$ cat config.mk
export PLATFORM = sky130hd
export DESIGN_NAME = hid_boot_keyboard_to_ascii_core
export DESIGN_NICKNAME = d
export VERILOG_FILES = /design/src/design/hbk_pkg.sv /design/src/design/hbk_lane.sv /design/src/design/hbk_merge.sv /design/src/design/hid_boot_keyboard_to_ascii_core.sv
export SDC_FILE = /design/constraint.sdc
export NUM_CORES = 1
export LEC_CHECK = 0
export BUFFER_PORTS_ARGS = -buffer_cell sky130_fd_sc_hd__buf_4
export CAP_MARGIN = 10
export CORE_ASPECT_RATIO = 0.9
export CORE_MARGIN = 2
export CORE_UTILIZATION = 45
export CTS_BUF_LIST = sky130_fd_sc_hd__clkbuf_4
export CTS_CLUSTER_DIAMETER = 100
export DETAILED_ROUTE_END_ITERATION = 6
export GPL_TIMING_DRIVEN = 1
export PLACE_DENSITY_LB_ADDON = 0.15
export SLEW_MARGIN = 10
export SYNTH_ARGS = -nofsm -noshare
export SYNTH_HDL_FRONTEND = slang
export SYNTH_SLANG_ARGS = --single-unit
$ cat constraint.sdc
create_clock -name clk_i -period 3.2 [get_ports clk_i]
set_input_delay 0.8 -clock clk_i [delete_from_list [all_inputs] [get_ports clk_i]]
set_output_delay 0.8 -clock clk_i [all_outputs]
set_load 0.02 [all_outputs]
$ cat src/design/hbk_pkg.sv
// Shared types, constants and the key usage lookup for the boot keyboard decoder.
package hbk_pkg;

  localparam int unsigned KeySlots = 6;
  localparam int unsigned CodeW    = 8;
  localparam int unsigned CharW    = 7;
  localparam int unsigned IdxW     = (KeySlots > 1) ? $clog2(KeySlots) : 1;

  localparam logic [CodeW-1:0] ShiftMask = 8'h22;

  typedef logic [CodeW-1:0] code_t;
  typedef logic [CharW-1:0] char_t;

  // What one lane reports for its slot
  typedef struct packed {
    logic  hit;
    char_t ch;
  } lane_res_t;

  // Usage code to ASCII; zero means the code has no character
  function automatic char_t usage_to_ascii(code_t code, logic shift);
    char_t c;
    code_t off;
    c   = '0;
    off = '0;
    if (code >= 8'h04 && code <= 8'h1D) begin
      // letters, upper case under shift
      off = code - 8'h04;
      c   = shift ? (7'h41 + off[CharW-1:0]) : (7'h61 + off[CharW-1:0]);
    end else if (code >= 8'h1E && code <= 8'h26) begin
      // digits one to nine
      off = code - 8'h1E;
      c   = 7'h31 + off[CharW-1:0];
    end else begin
      case (code)
        8'h27:   c = 7'h30;  // 0
        8'h28:   c = 7'h0A;  // enter
        8'h2A:   c = 7'h08;  // backspace
        8'h2B:   c = 7'h09;  // tab
        8'h2C:   c = 7'h20;  // space
        8'h2D:   c = 7'h2D;  // -
        8'h2E:   c = 7'h3D;  // =
        8'h2F:   c = 7'h5B;  // [
        8'h30:   c = 7'h5D;  // ]
        8'h31:   c = 7'h5C;  // backslash
        8'h32:   c = 7'h23;  // #
        8'h33:   c = 7'h3B;  // ;
        8'h34:   c = 7'h27;  // quote
        8'h35:   c = 7'h60;  // grave
        8'h36:   c = 7'h2C;  // ,
        8'h37:   c = 7'h2E;  // .
        8'h38:   c = 7'h2F;  // /
        default: c = '0;
      endcase
    end
    return c;
  endfunction

endpackage

$ cat src/design/hbk_lane.sv
// One slot lane: checks the code against the held keys and looks up its character.
module hbk_lane (
  input  hbk_pkg::code_t                        code_i,
  input  hbk_pkg::code_t [hbk_pkg::KeySlots-1:0] held_i,
  input  logic                                  shift_i,
  output hbk_pkg::lane_res_t                    res_o
);
  import hbk_pkg::*;

  logic  was_held;
  char_t ch;

  // compare against every held code
  always_comb begin
    was_held = 1'b0;
    for (int i = 0; i < KeySlots; i++) begin
      if (held_i[i] == code_i) was_held = 1'b1;
    end
  end

  assign ch        = usage_to_ascii(code_i, shift_i);
  assign res_o.ch  = ch;
  assign res_o.hit = (code_i != '0) && !was_held && (ch != '0);

endmodule

$ cat src/design/hbk_merge.sv
// Merging stage: holds one report's lane results and sends its characters out in slot order.
module hbk_merge (
  input  logic                                      clk_i,
  input  logic                                      rst_ni,
  input  logic                                      load_i,
  input  hbk_pkg::lane_res_t [hbk_pkg::KeySlots-1:0] res_i,
  output logic                                      ready_o,
  output logic                                      out_valid_o,
  input  logic                                      out_ready_i,
  output hbk_pkg::char_t                            ascii_char_o,
  output logic                                      last_o
);
  import hbk_pkg::*;

  logic [KeySlots-1:0] mask_q, mask_d, rest;
  char_t               char_q [KeySlots];
  logic                out_valid_q;
  char_t               out_char_q;
  logic                out_last_q;
  logic                take;
  logic [IdxW-1:0]     sel;

  // output register free this cycle
  assign take = !out_valid_q || out_ready_i;
  // pending slots once the lowest one has gone
  assign rest = mask_q & (mask_q - 1'b1);
  // a new request fits when the pending set empties this cycle
  assign ready_o = (mask_q == '0) || (take && (rest == '0));

  // lowest pending slot
  always_comb begin
    sel = '0;
    for (int i = KeySlots - 1; i >= 0; i--) begin
      if (mask_q[i]) sel = IdxW'(i);
    end
  end

  always_comb begin
    mask_d = take ? rest : mask_q;
    if (load_i) begin
      for (int i = 0; i < KeySlots; i++) mask_d[i] = res_i[i].hit;
    end
  end

  // control state
  always_ff @(posedge clk_i or negedge rst_ni) begin
    if (!rst_ni) begin
      mask_q      <= '0;
      out_valid_q <= 1'b0;
    end else begin
      mask_q <= mask_d;
      if (take) out_valid_q <= |mask_q;
    end
  end

  // payload
  always_ff @(posedge clk_i) begin
    if (load_i) begin
      for (int i = 0; i < KeySlots; i++) char_q[i] <= res_i[i].ch;
    end
    if (take && (|mask_q)) begin
      out_char_q <= char_q[sel];
      out_last_q <= (rest == '0);
    end
  end

  assign out_valid_o  = out_valid_q;
  assign ascii_char_o = out_char_q;
  assign last_o       = out_last_q;

endmodule

$ cat src/design/hid_boot_keyboard_to_ascii_core.sv
// Boot keyboard report decoder: six slot lanes, held-key register and output merge.
// Each character is registered in the pending slots, then in the output register.
// Throughput: one character per cycle while out_ready_i is high; the single output
// register drains pending slots in order; a new report fits as the last one drains.
// Reset (rst_ni low, asynchronous): no keys held, nothing pending, output not valid.
module hid_boot_keyboard_to_ascii_core (
  input  logic                  clk_i,
  input  logic                  rst_ni,
  input  logic                  in_valid_i,
  output logic                  in_ready_o,
  input  logic [7:0]            modifier_bits_i,
  input  hbk_pkg::code_t        key_slot_0_i,
  input  hbk_pkg::code_t        key_slot_1_i,
  input  hbk_pkg::code_t        key_slot_2_i,
  input  hbk_pkg::code_t        key_slot_3_i,
  input  hbk_pkg::code_t        key_slot_4_i,
  input  hbk_pkg::code_t        key_slot_5_i,
  output logic                  out_valid_o,
  input  logic                  out_ready_i,
  output hbk_pkg::char_t        ascii_char_o,
  output logic                  last_of_report_o
);
  import hbk_pkg::*;

  code_t [KeySlots-1:0]     now_codes;
  code_t [KeySlots-1:0]     held_q;
  lane_res_t [KeySlots-1:0] lane_res;
  logic                     shift;
  logic                     accept;

  assign now_codes = {key_slot_5_i, key_slot_4_i, key_slot_3_i,
                      key_slot_2_i, key_slot_1_i, key_slot_0_i};
  assign shift  = (modifier_bits_i & ShiftMask) != '0;
  assign accept = in_valid_i && in_ready_o;

  // held keys follow each accepted report
  always_ff @(posedge clk_i or negedge rst_ni) begin
    if (!rst_ni) begin
      held_q <= '0;
    end else if (accept) begin
      held_q <= now_codes;
    end
  end

  // one lane per key slot
  for (genvar g = 0; g < KeySlots; g++) begin : g_lane
    hbk_lane u_lane (
      .code_i  (now_codes[g]),
      .held_i  (held_q),
      .shift_i (shift),
      .res_o   (lane_res[g])
    );
  end

  hbk_merge u_merge (
    .clk_i        (clk_i),
    .rst_ni       (rst_ni),
    .load_i       (accept),
    .res_i        (lane_res),
    .ready_o      (in_ready_o),
    .out_valid_o  (out_valid_o),
    .out_ready_i  (out_ready_i),
    .ascii_char_o (ascii_char_o),
    .last_o       (last_of_report_o)
  );

endmodule

Word level (Yosys, flattened, before mapping)
Memory sizes are Yosys's and may differ from the RTL's. A register that Yosys moved wholly into a read port is not among the register bits.
Index checks and enable logic that the tools add are counted.
{"block": "classes", "add_sub_neg": 31, "n_mul": 0, "n_eq_ne": 36, "order_cmp": 24, "n_div": 0, "mux": 70, "n_shift": 0, "n_bitwise": 1, "reduce_logical": 59}
{"cell": "8-bit == test", "n": 36}
{"cell": "7-bit two-way mux", "n": 24}
{"cell": "7-bit adder, first input constant", "n": 12}
{"cell": "8-bit nonzero test", "n": 7}
{"cell": "8-bit by 3-bit >= comparator with 1-bit output, second input constant", "n": 6}
{"cell": "8-bit by 5-bit >= comparator with 1-bit output, second input constant", "n": 6}
{"cell": "8-bit by 5-bit <= comparator with 1-bit output, second input constant", "n": 6}
{"cell": "8-bit by 6-bit <= comparator with 1-bit output, second input constant", "n": 6}
{"cell": "6-bit by 7-bit adder with 7-bit output, first input constant", "n": 6}
{"cell": "7-bit nonzero test", "n": 6}
{"cell": "7-bit by 3-bit subtractor with 7-bit output, second input constant", "n": 6}
{"cell": "7-bit by 5-bit subtractor with 7-bit output, second input constant", "n": 6}
{"cell": "1-bit two-way mux", "n": 38}
{"cell": "1-bit logical AND", "n": 27}
{"cell": "3-bit two-way mux", "n": 6}
{"cell": "2-bit zero test", "n": 6}
{"cell": "6-bit zero test", "n": 2}
{"cell": "6-bit two-way mux", "n": 2}
{"cell": "1-bit zero test", "n": 7}
{"cell": "6-bit bitwise AND", "n": 1}
{"cell": "6-bit OR reduction", "n": 1}
{"cell": "6-bit by 1-bit subtractor with 6-bit output, second input constant", "n": 1}
{"cell": "1-bit logical OR", "n": 2}
{"cell": "2-bit nonzero test", "n": 1}
{"block": "totals", "register_bits": 56, "mem_bits_rw": 42, "elab_cells": 237, "input_bits": 60, "latchBits": 0, "n_memories": 7, "romBits": 2688}
{"name": "(no name shown)", "depth": 64, "width": 7, "rd": 1, "rd_ports_with_merged_regs": 0, "wr": 0, "line": "hbk_pkg.sv:35", "text": "case (code)"}
{"name": "(no name shown)", "depth": 64, "width": 7, "rd": 1, "rd_ports_with_merged_regs": 0, "wr": 0, "line": "hbk_pkg.sv:35"}
{"name": "(no name shown)", "depth": 64, "width": 7, "rd": 1, "rd_ports_with_merged_regs": 0, "wr": 0, "line": "hbk_pkg.sv:35"}
{"name": "(no name shown)", "depth": 64, "width": 7, "rd": 1, "rd_ports_with_merged_regs": 0, "wr": 0, "line": "hbk_pkg.sv:35"}
{"name": "(no name shown)", "depth": 64, "width": 7, "rd": 1, "rd_ports_with_merged_regs": 0, "wr": 0, "line": "hbk_pkg.sv:35"}
{"name": "(no name shown)", "depth": 64, "width": 7, "rd": 1, "rd_ports_with_merged_regs": 0, "wr": 0, "line": "hbk_pkg.sv:35"}
{"name": "1 more memories"}

Longest topological paths before layout
Gate-level depths: netlist (run 1).
{"block": "depth", "depth_word": 11, "depth_mapped": 13}

By module
From an unflattened synthesis (run 1), not the netlist that was laid out.
{"block": "unflattened", "hier_cells": 1524, "hier_area_um2": 13534.2}
{"module": "hbk_lane (g_lane[0].u_lane ...)", "cells_each": 207, "instances": 5, "area_per_inst_um2": 1549.0}
{"module": "hbk_merge", "cells_each": 176, "instances": 1, "area_per_inst_um2": 2432.3}
{"module": "hid_boot_keyboard_to_ascii_core", "cells_each": 104, "instances": 1, "area_per_inst_um2": 1826.8}
{"module": "hbk_lane (g_lane[5].u_lane)", "cells_each": 209, "instances": 1, "area_per_inst_um2": 1530.2}

Worst setup path after synthesis (run 1)
No wires, ideal clock.
{"block": "synth_timing", "path_type": "in2reg", "start": "input key_slot_5_i[4]", "end": "register u_merge.mask_q[5]", "setup_slack_ns": -0.047, "stages": 12, "required_time_ns": 3.069, "arrival_ns": 3.116, "cell_sequence": "clkbuf_1 buf_2 buf_2 nor3_1 xor2_1 ha_1 a311o_1 a21o_1 a31oi_1 o22ai_1 nor4_1 a21oi_1"}
{"block": "synth_via", "elab_cells_between_ends": 34, "classes_between": "add/sub (5); order compare (4); eq/ne (6); mux (11); reduce/logical (7); memory (1)"}
{"item": "start, declared", "line": "hid_boot_keyboard_to_ascii_core.sv:17", "text": "input hbk_pkg::code_t key_slot_5_i,"}
{"item": "7-bit by 5-bit subtractor with 7-bit output, or another cell as far along", "line": "hbk_pkg.sv:32", "text": "off = code - 8'h1E;"}
{"item": "6-bit by 7-bit adder with 7-bit output, or another cell as far along", "line": "hbk_pkg.sv:33", "text": "c = 7'h31 + off[CharW-1:0];"}
{"item": "7-bit two-way mux, on equally long branches", "line": "hbk_pkg.sv:30, hbk_pkg.sv:29"}
{"item": "7-bit two-way mux *", "line": "hbk_pkg.sv:26", "text": "if (code >= 8'h04 && code <= 8'h1D) begin"}
{"item": "via g_lane[5].u_lane.ch[6]", "line": "hbk_lane.sv:11", "text": "char_t ch;"}
{"item": "7-bit nonzero test *", "line": "hbk_lane.sv:23", "text": "assign res_o.hit = (code_i != '0) && !was_held && (ch != '0);"}
{"item": "1-bit logical AND *", "line": "hbk_lane.sv:23"}
{"item": "6-bit two-way mux *", "line": "hbk_merge.sv:40", "text": "if (load_i) begin"}
{"item": "end signal, assigned", "line": "hbk_merge.sv:51", "text": "mask_q <= mask_d;"}
{"item": "end, declared", "line": "hbk_merge.sv:15", "text": "logic [KeySlots-1:0] mask_q, mask_d, rest;"}
Mark *: on every way through the listed nets, which the timed path passes. The rest lies on a longest branch.
A chain may end at the register's enable or synchronous reset.

Worst setup path after layout (run 1)
{"block": "layout_timing", "start": "register u_merge.mask_q[2]", "end": "output in_ready_o"}
{"block": "layout_via", "elab_chain_cells": 5, "elab_cells_between_ends": 6, "classes_between": "add/sub (1); bitwise (1); reduce/logical (4)"}
{"item": "6-bit by 1-bit subtractor with 6-bit output", "line": "hbk_merge.sv:26", "text": "assign rest = mask_q & (mask_q - 1'b1);"}
{"item": "6-bit bitwise AND", "line": "hbk_merge.sv:26"}
{"item": "6-bit zero test", "line": "hbk_merge.sv:28", "text": "assign ready_o = (mask_q == '0) || (take && (rest == '0));"}
{"item": "1-bit logical AND", "line": "hbk_merge.sv:28"}
{"item": "1-bit logical OR *", "line": "hbk_merge.sv:28"}
{"item": "end, declared", "line": "hid_boot_keyboard_to_ascii_core.sv:10", "text": "output logic in_ready_o,"}
Mark *: on every way between the ends. The rest lies on a longest branch, timed or not.

==> metrics.md, run 1 <==
| Metric | Value |
|---|---|
| Synthesized Nets | `1,693` |
| Die ar. | `roughly 0.03 mm²` |
| Syn_area_per_cell | `8.311 µm²` |
| Fillers | `2,729` |
| First-pass GRT wire length | `65,410 µm` |
| Initial Util | `45.96%` |
| CP arrival | `2.14 ns` |
| Worst Tran Pin Value | `0.7916 ns` |
| Max-cap violations | `0` |
| Synthesized cell area | `~0.013 mm²` |
| Startpoint Class | `flop` |
| Area contributors post-synth | `xnor2_1 12%, edfxtp_1 12%, xor2_1 11%, dfrtp_1 11%, ha_1 8.2%` |
| GRT Resource Usage Total | `28.26%` |
| Worst Skew | `0.03852 ns` |
| Post-synthesis cell type count | `96` |
| Port Buf Inserts | `63` |
| CP endpoint kind | `output port` |
| Post-synth ARST share | `between 50% and 60%` |
| DRT Wirelength | `~42,000 µm` |
| Worst EP required | `2.40 ns` |
| Via/cell ratio | `6.070` |
| Hold buffers post-CTS | `0` |
| Synth top area share | `12.04%` |
| Final HPWL DP | `30,910 µm` |
| List of most frequent post-synthesis cells | `177 x xnor2_1, 161 x nand2_1, 161 x xor2_1` |
| Initial antenna violation count | `3` |
| CTS tree | `yes` |
| Core Rows | `58` |
| Hold_ws | `between 0.3 and 0.4 ns` |
| Crit path largest cell delay | `roughly 0.57 ns` |
| Reg2reg path depth | `9` |
| Warnings from Yosys | `0` |
| Vias in the first global route | `around 11,000` |
| Gp weighted congestion | `0.9656` |
| Die height | `164.5 µm` |
| Pre-CTS WS | `-0.03409 ns` |
| DRC viols | `0` |
| Total gr overflow | `0` |
| Reg clk slew, reported paths | `0.19 ns` |
| Power per Cell Area | `just over 600 mW/mm²` |
| FMAX | `approximately 340 MHz` |
| Register area share after synthesis | `about 22%` |
| DRT iter0 DRCs | `1,266` |
| Post-synthesis instance total | `around 1,500` |
| Worst vdd ir | `0.4433 mV` |
| FF-to-FF setup slack | `0.73 ns` |
| Max_slew headroom | `between 40% and 50%` |
| Layout cells sized above 1 | `13.99%` |
| Hold Crit Class | `input port to asynchronous set/reset pin` |
| Leakage power | `5.685 nW` |
| Tmin final | `2.937 ns` |
| Boundary pin count | `70` |
| H-tree depth | `3` |
| Layout area overhead | `9.768%` |
| First-pass detailed-route iteration total | `5` |
| Status | `complete, no violations` |
| Max Slew Vio Count | `0` |
| Critical path buffers and inverters | `1` |
| Core Box Area | `0.02801 mm²` |
| Finished layout cell area | `0.01413 mm²` |
| Synth Flop Type | `dfrtp_1` |
| Number of flops mapped to enable cells by yosys | `50` |
| DP Area | `0.01397 mm²` |
| DR WL/cell | `~22 µm` |
| Finish-stage setup viols | `0` |
| Critical path depth | `5` |
| #FFs+latches synth | `105` |
| Post-synth top area cell | `xnor2_1` |
| Via Count | `11,830` |
| Final Hold Fails | `0` |
| Num CTS Buffers | `9` |
| Crit-path cells | `nor4_4, nand2_1, a21oi_1, a21o_1, buf_4` |
| CTS sink count | `105` |
| CP Class | `flop to output port` |
| Pin count of the biggest net entering global routing | `81` |
| Clock latency on the worst-skew pair | `0.53 ns` |
| Most common cell in the netlist | `xnor2_1` |
| Max Root-Sink Buffers | `2` |
| Reg2reg end | `u_merge.mask_q[2]` |
| Worst R2R Start | `u_merge.mask_q[2]` |
| Final Cycle Share | `91.78%` |
| Slowest CP cell | `dfrtp_1` |
| Final #Nets | `1,726` |
| Unrepaired setup endpoints after global routing | `no` |
| Delay-heaviest family, CP | `simple AND/OR/NAND/NOR gates` |
| DIE WIDTH | `roughly 180 µm` |
| Root buf cell | `clkbuf_4` |
| Worst setup margin | `0.2629 ns` |
| Crit-path max FO | `7` |
| Antenna-violating nets left | `0` |
==> logic make-up after synthesis <==
group | after synthesis | synth area share [%]
AOI/OAI and AO/OA | 327 | 17.47
xor gates and xnor gates | 338 | 23.00
adders and majority gates | 85 | 8.242
buffers and inverters | 189 | 6.473
DFF | 105 | 22.35
muxes | 32 | 3.227
and+or+nand+nor | 473 | 19.24
==> cells in the final DEF, fill, tap and decap left out, drive strengths merged, types with 6 or more instances in the layout <==
| cell | Yosys | routed |
|---|---|---|
| xor2 | 161 | 161 |
| buf | 124 | 167 |
| o2111ai | 9 | 9 |
| o32ai | 6 | 6 |
| mux2i | 19 | 19 |
| o22ai | 10 | 10 |
| mux4 | 7 | 7 |
| nor3 | 30 | 30 |
| a221oi | 8 | 8 |
| a21o | 9 | 9 |
| nor2 | 66 | 66 |
| nand3 | 20 | 20 |
| xnor2 | 177 | 177 |
| a31oi | 15 | 15 |
| a211oi | 14 | 14 |
| inv | 43 | 47 |
| edfxtp | 50 | 50 |
| nor3b | 7 | 7 |
| nand4 | 44 | 44 |
| mux2 | 6 | 6 |
| a211o | 7 | 7 |
| o21ai | 98 | 98 |
| nand2b | 29 | 29 |
| nor4 | 45 | 45 |
| o31ai | 8 | 8 |
| clkbuf | 21 | 9 |
| and3b | 6 | 6 |
| o211ai | 16 | 16 |
| dfrtp | 55 | 55 |
| ha | 84 | 84 |
| nand2 | 162 | 162 |
| o311ai | 8 | 8 |
| nor2b | 18 | 18 |
| nand3b | 14 | 14 |
| a21oi | 57 | 57 |
==> what timing repair did <==
action                     in CTS  in global routing
setup endpoints to repair       0                  1
buffers inserted                0                  0
resized for setup               0                  1
==> report_power, final <==
group | internal (W) | switching, W
Sequential | 0.00208 | 0.00141
Combinational | 0.00211 | 0.00238
Clock | 0.000189 | 0.000555
==> how the worst max path moves through the flow <==
| stage | startpoint | endpoint | slack, ns |
|---|---|---|---|
| 6_report | u_merge.mask_q[2] | in_ready_o | 0.26 |
| 5_1_grt | u_merge.mask_q[2] | in_ready_o | 0.14 |
| 2_1_floorplan | key_slot_5_i[4] | u_merge.mask_q[5] | 0.008 |
| 4_1_cts | u_merge.mask_q[2] | in_ready_o | 0.16 |
| 3_3_place_gp | key_slot_3_i[2] | u_merge.mask_q[3] | 0.05 |
| 3_5_place_dp | key_slot_3_i[2] | u_merge.mask_q[3] | -0.03 |
==> registers in the layout, summed over array words and instances, names as in the netlist <==
signal	flops
held_q	48
u_merge.out_valid_o	1
u_merge.ascii_char_o	7
u_merge.last_o	1
u_merge.char_q	42
u_merge.mask_q	6
==> layout make-up <==
| type | count | area (µm²) | share of cell area (%) |
|---|---|---|---|
| multi-input combinational | 1255 | 9171 | 64.90 |
| inverter | 44 | 165.2 | 1.169 |
| sequential | 105 | 2878 | 20.36 |
| antenna | 1 | 2.502 | 0.01771 |
| timing repair buffer | 167 | 1316 | 9.315 |
| clock inverter | 7 | 80.08 | 0.5667 |
| clock buffer | 9 | 67.56 | 0.4781 |
| tap | 360 | 450.4 | 3.188 |
==> stage by stage <==
step,power [W],std cells,setup TNS (ns),utilization [%]
after detailed placement,0.007910,1931,-0.03409,49.88
after global placement,0.007787,1931,0,49.88
final,0.008724,1948,0,50.45
after CTS,0.008656,1947,0,50.41
after floorplan,0.006310,1549,0,-
after global routing,0.009256,1948,0,50.45
==> layer usage <==
layer	routed length, µm	track usage, %	up-vias
li1	-	-	5550
met1	19440	41.10	5682
met2	18350	43.39	522
met3	3161	3.705	71
met4	1230	9.164	0
met5	0	0	-
(Power assumes the default switching activity.)
==> inputs of run 2 (changes only) <==
--- a/config.mk
+++ b/config.mk
@@ -15,6 +15,7 @@
 export DETAILED_ROUTE_END_ITERATION = 6
 export GPL_TIMING_DRIVEN = 1
 export PLACE_DENSITY_LB_ADDON = 0.15
+export REMOVE_ABC_BUFFERS = 1
 export SLEW_MARGIN = 10
 export SYNTH_ARGS = -nofsm -noshare
 export SYNTH_HDL_FRONTEND = slang
==> run 2 against run 1 <==
Net effect: largest cell class unchanged; count of clock-buffer cells in the layout unchanged; final area down 0.71%; critical endpoint unchanged; combinational power down 2%; wire length down 0.93%; core utilization down 0.36 points; sequential share of layout area up 0.15 points; largest power group unchanged.
==> metrics.md, run 2 (synthesized netlist as in run 1, its figures left out) <==
| Metric | Value |
|---|---|
| Status | `complete, no violations` |
| Finished layout cell area | `0.01403 mm² (-0.71%)` |
| Worst setup margin | `0.2355 ns (-0.02748 ns)` |
| DP Area | `0.01388 mm² (-0.68%)` |
| CTS tree | `yes` |
| Max Root-Sink Buffers | `2 (unchanged)` |
| Largest Register | `held_q` |
| Initial Util | `45.96% (unchanged)` |
| Pin count of the biggest net entering global routing | `81 (unchanged)` |
| Tmin final | `2.965 ns (+0.02748 ns)` |
| Worst Skew | `0.01991 ns (-0.01862 ns)` |
| Leakage power | `5.627 nW (-1.0%)` |
| Hold Crit Class | `input port to asynchronous set/reset pin` |
| Worst vdd ir | `0.4639 mV (+4.7%)` |
| DR WL/cell | `21.58 µm (-0.37%)` |
| Layout cells sized above 1 | `13.39% (-0.60 points)` |
| Most common cell after layout, fill and taps aside | `xnor2_1` |
| Via/cell ratio | `6.082 (+0.19%)` |
| Core Box Area | `0.02801 mm² (unchanged)` |
| Max Slew Vio Count | `0 (unchanged)` |
| Crit-path cells | `nor4_4, nand2_1, a21oi_1, a21o_1, buf_4` |
| H-tree depth | `3 (unchanged)` |
| Vias in the first global route | `10,960 (-0.44%)` |
| DRC viols | `0 (unchanged)` |
| Setup Fix Bufs, Post-CTS | `0 (unchanged)` |
| CP Class | `flop to output port` |
| Max-cap violations | `0 (unchanged)` |
| GRT Resource Usage Total | `28.10% (-0.15 points)` |
| Reg clk slew, reported paths | `0.20 ns (about the same)` |
| Core Rows | `58 (unchanged)` |
| Delay-heaviest family, CP | `simple AND/OR/NAND/NOR gates` |
| Startpoint Class | `flop` |
| Fin Setup TNS | `0 ns (unchanged)` |
| Die height | `164.5 µm (unchanged)` |
| Hold buffers post-CTS | `0 (unchanged)` |
| Crit path largest cell delay | `0.58 ns (about the same)` |
| Final Cycle Share | `92.64% (+0.86 points)` |
| Slowest CP cell | `dfrtp_1` |
| Root buf cell | `clkbuf_4` |
| Final Util | `50.09% (-0.36 points)` |
| Worst EP required | `2.40 ns (about the same)` |
| Pre-CTS WS | `-0.1711 ns (-0.1370 ns)` |
| Antenna-violating nets left | `0 (unchanged)` |
| First-pass GRT wire length | `65,390 µm (about the same)` |
| DRT iter0 DRCs | `1,294 (+2.2%)` |
| Boundary pin count | `70 (unchanged)` |
| Final #Nets | `1,715 (-0.64%)` |
| Unrepaired setup endpoints after global routing | `no` |
| CP arrival | `2.16 ns (+0.02 ns)` |
| Num CTS Buffers | `9 (unchanged)` |
| Power per Cell Area | `623.1 mW/mm² (+0.93%)` |
| Finish-stage setup viols | `0 (unchanged)` |
| Initial antenna violation count | `1 (-2)` |
| FMAX | `337.3 MHz (-0.93%)` |
| Largest register FFs | `48 (unchanged)` |
| Total gr overflow | `0 (unchanged)` |
| DRT Wirelength | `41,790 µm (-0.93%)` |
| Total Power | `0.008743 W (+0.22%)` |
| CTS sink count | `105 (unchanged)` |
| First-pass detailed-route iteration total | `5 (unchanged)` |
| Crit-path max FO | `7 (unchanged)` |
| Final HPWL DP | `30,620 µm (-0.94%)` |
| Critical path buffers and inverters | `1 (unchanged)` |
| DIE WIDTH | `182.3 µm (unchanged)` |
| Max_slew headroom | `48.20% (+0.98 points)` |
| Gp weighted congestion | `0.9722 (+0.68%)` |
| Final Hold Fails | `0 (unchanged)` |
| Port Buf Inserts | `63 (unchanged)` |
| Commonest cells after routing, fill and taps aside | `177 x xnor2_1, 161 x xor2_1, 161 x nand2_1` |
| Worst Tran Pin Value | `0.7769 ns (-0.01464 ns)` |
| Post_cts resized | `0 (unchanged)` |
| Layout area overhead | `8.991%` |
| Via Count | `11,780 (-0.37%)` |
| CP endpoint kind | `output port` |
| Clock latency on the worst-skew pair | `0.51 ns (-0.02 ns)` |
| Die ar. | `0.02998 mm² (unchanged)` |
-- run 2: report_power, final --
part,switching [W],internal [W]
logic,0.00230,0.00210
clock network,0.000546,0.000192
registers,0.00153,0.00208
total,0.00437,0.00437
-- run 2: layout make-up --
cell class / count / area (µm²)
inverters: 44 / 165.2
well taps: 360 / 450.4
diodes: 1 / 2.502
flip-flops and latches: 105 / 2878
repair buffers: 156 / 1221
fillers: 2732 / 13980
multi-input cells: 1255 / 9171
clock inverters: 7 / 75.07
clock buffers: 9 / 67.56
-- run 2: layer usage --
layer / vias up / global-route usage [%] / wire length [µm]
li1: 5526 / - / -
met1: 5667 / 41.88 / 19740
met2: 512 / 42.47 / 17710
met3: 76 / 3.219 / 3139
met4: 0 / 8.651 / 1209
met5: - / 0 / 0
-- run 2: final timing paths --
| kind | start | end | slack, ns | cells past startpoint |
|---|---|---|---|---|
| max | u_merge.mask_q[2] | in_ready_o | 0.24 | 5 |
| max in group asynchronous | rst_ni | u_merge.mask_q[1] | 2.35 | 1 |
| min in group clk_i | key_slot_0_i[7] | held_q[7] | 0.57 | 3 |
| min | rst_ni | u_merge.mask_q[2] | 0.35 | 1 |
| max reg2reg | u_merge.mask_q[2] | u_merge.char_q[0][5] | 0.59 | 8 |
| min reg2reg | u_merge.mask_q[5] | u_merge.out_valid_o | 0.64 | 2 |
-- run 2: metrics by stage --
| step | std cells | hold WS (ns) |
|---|---|---|
| final | 1937 | 0.3468 |
| after global routing | 1937 | 0.3821 |
| after CTS | 1936 | 0.3426 |
| after detailed placement | 1920 | 0.6005 |
| after global placement | 1920 | 0.5990 |
| after floorplan | 1404 | 0.5044 |
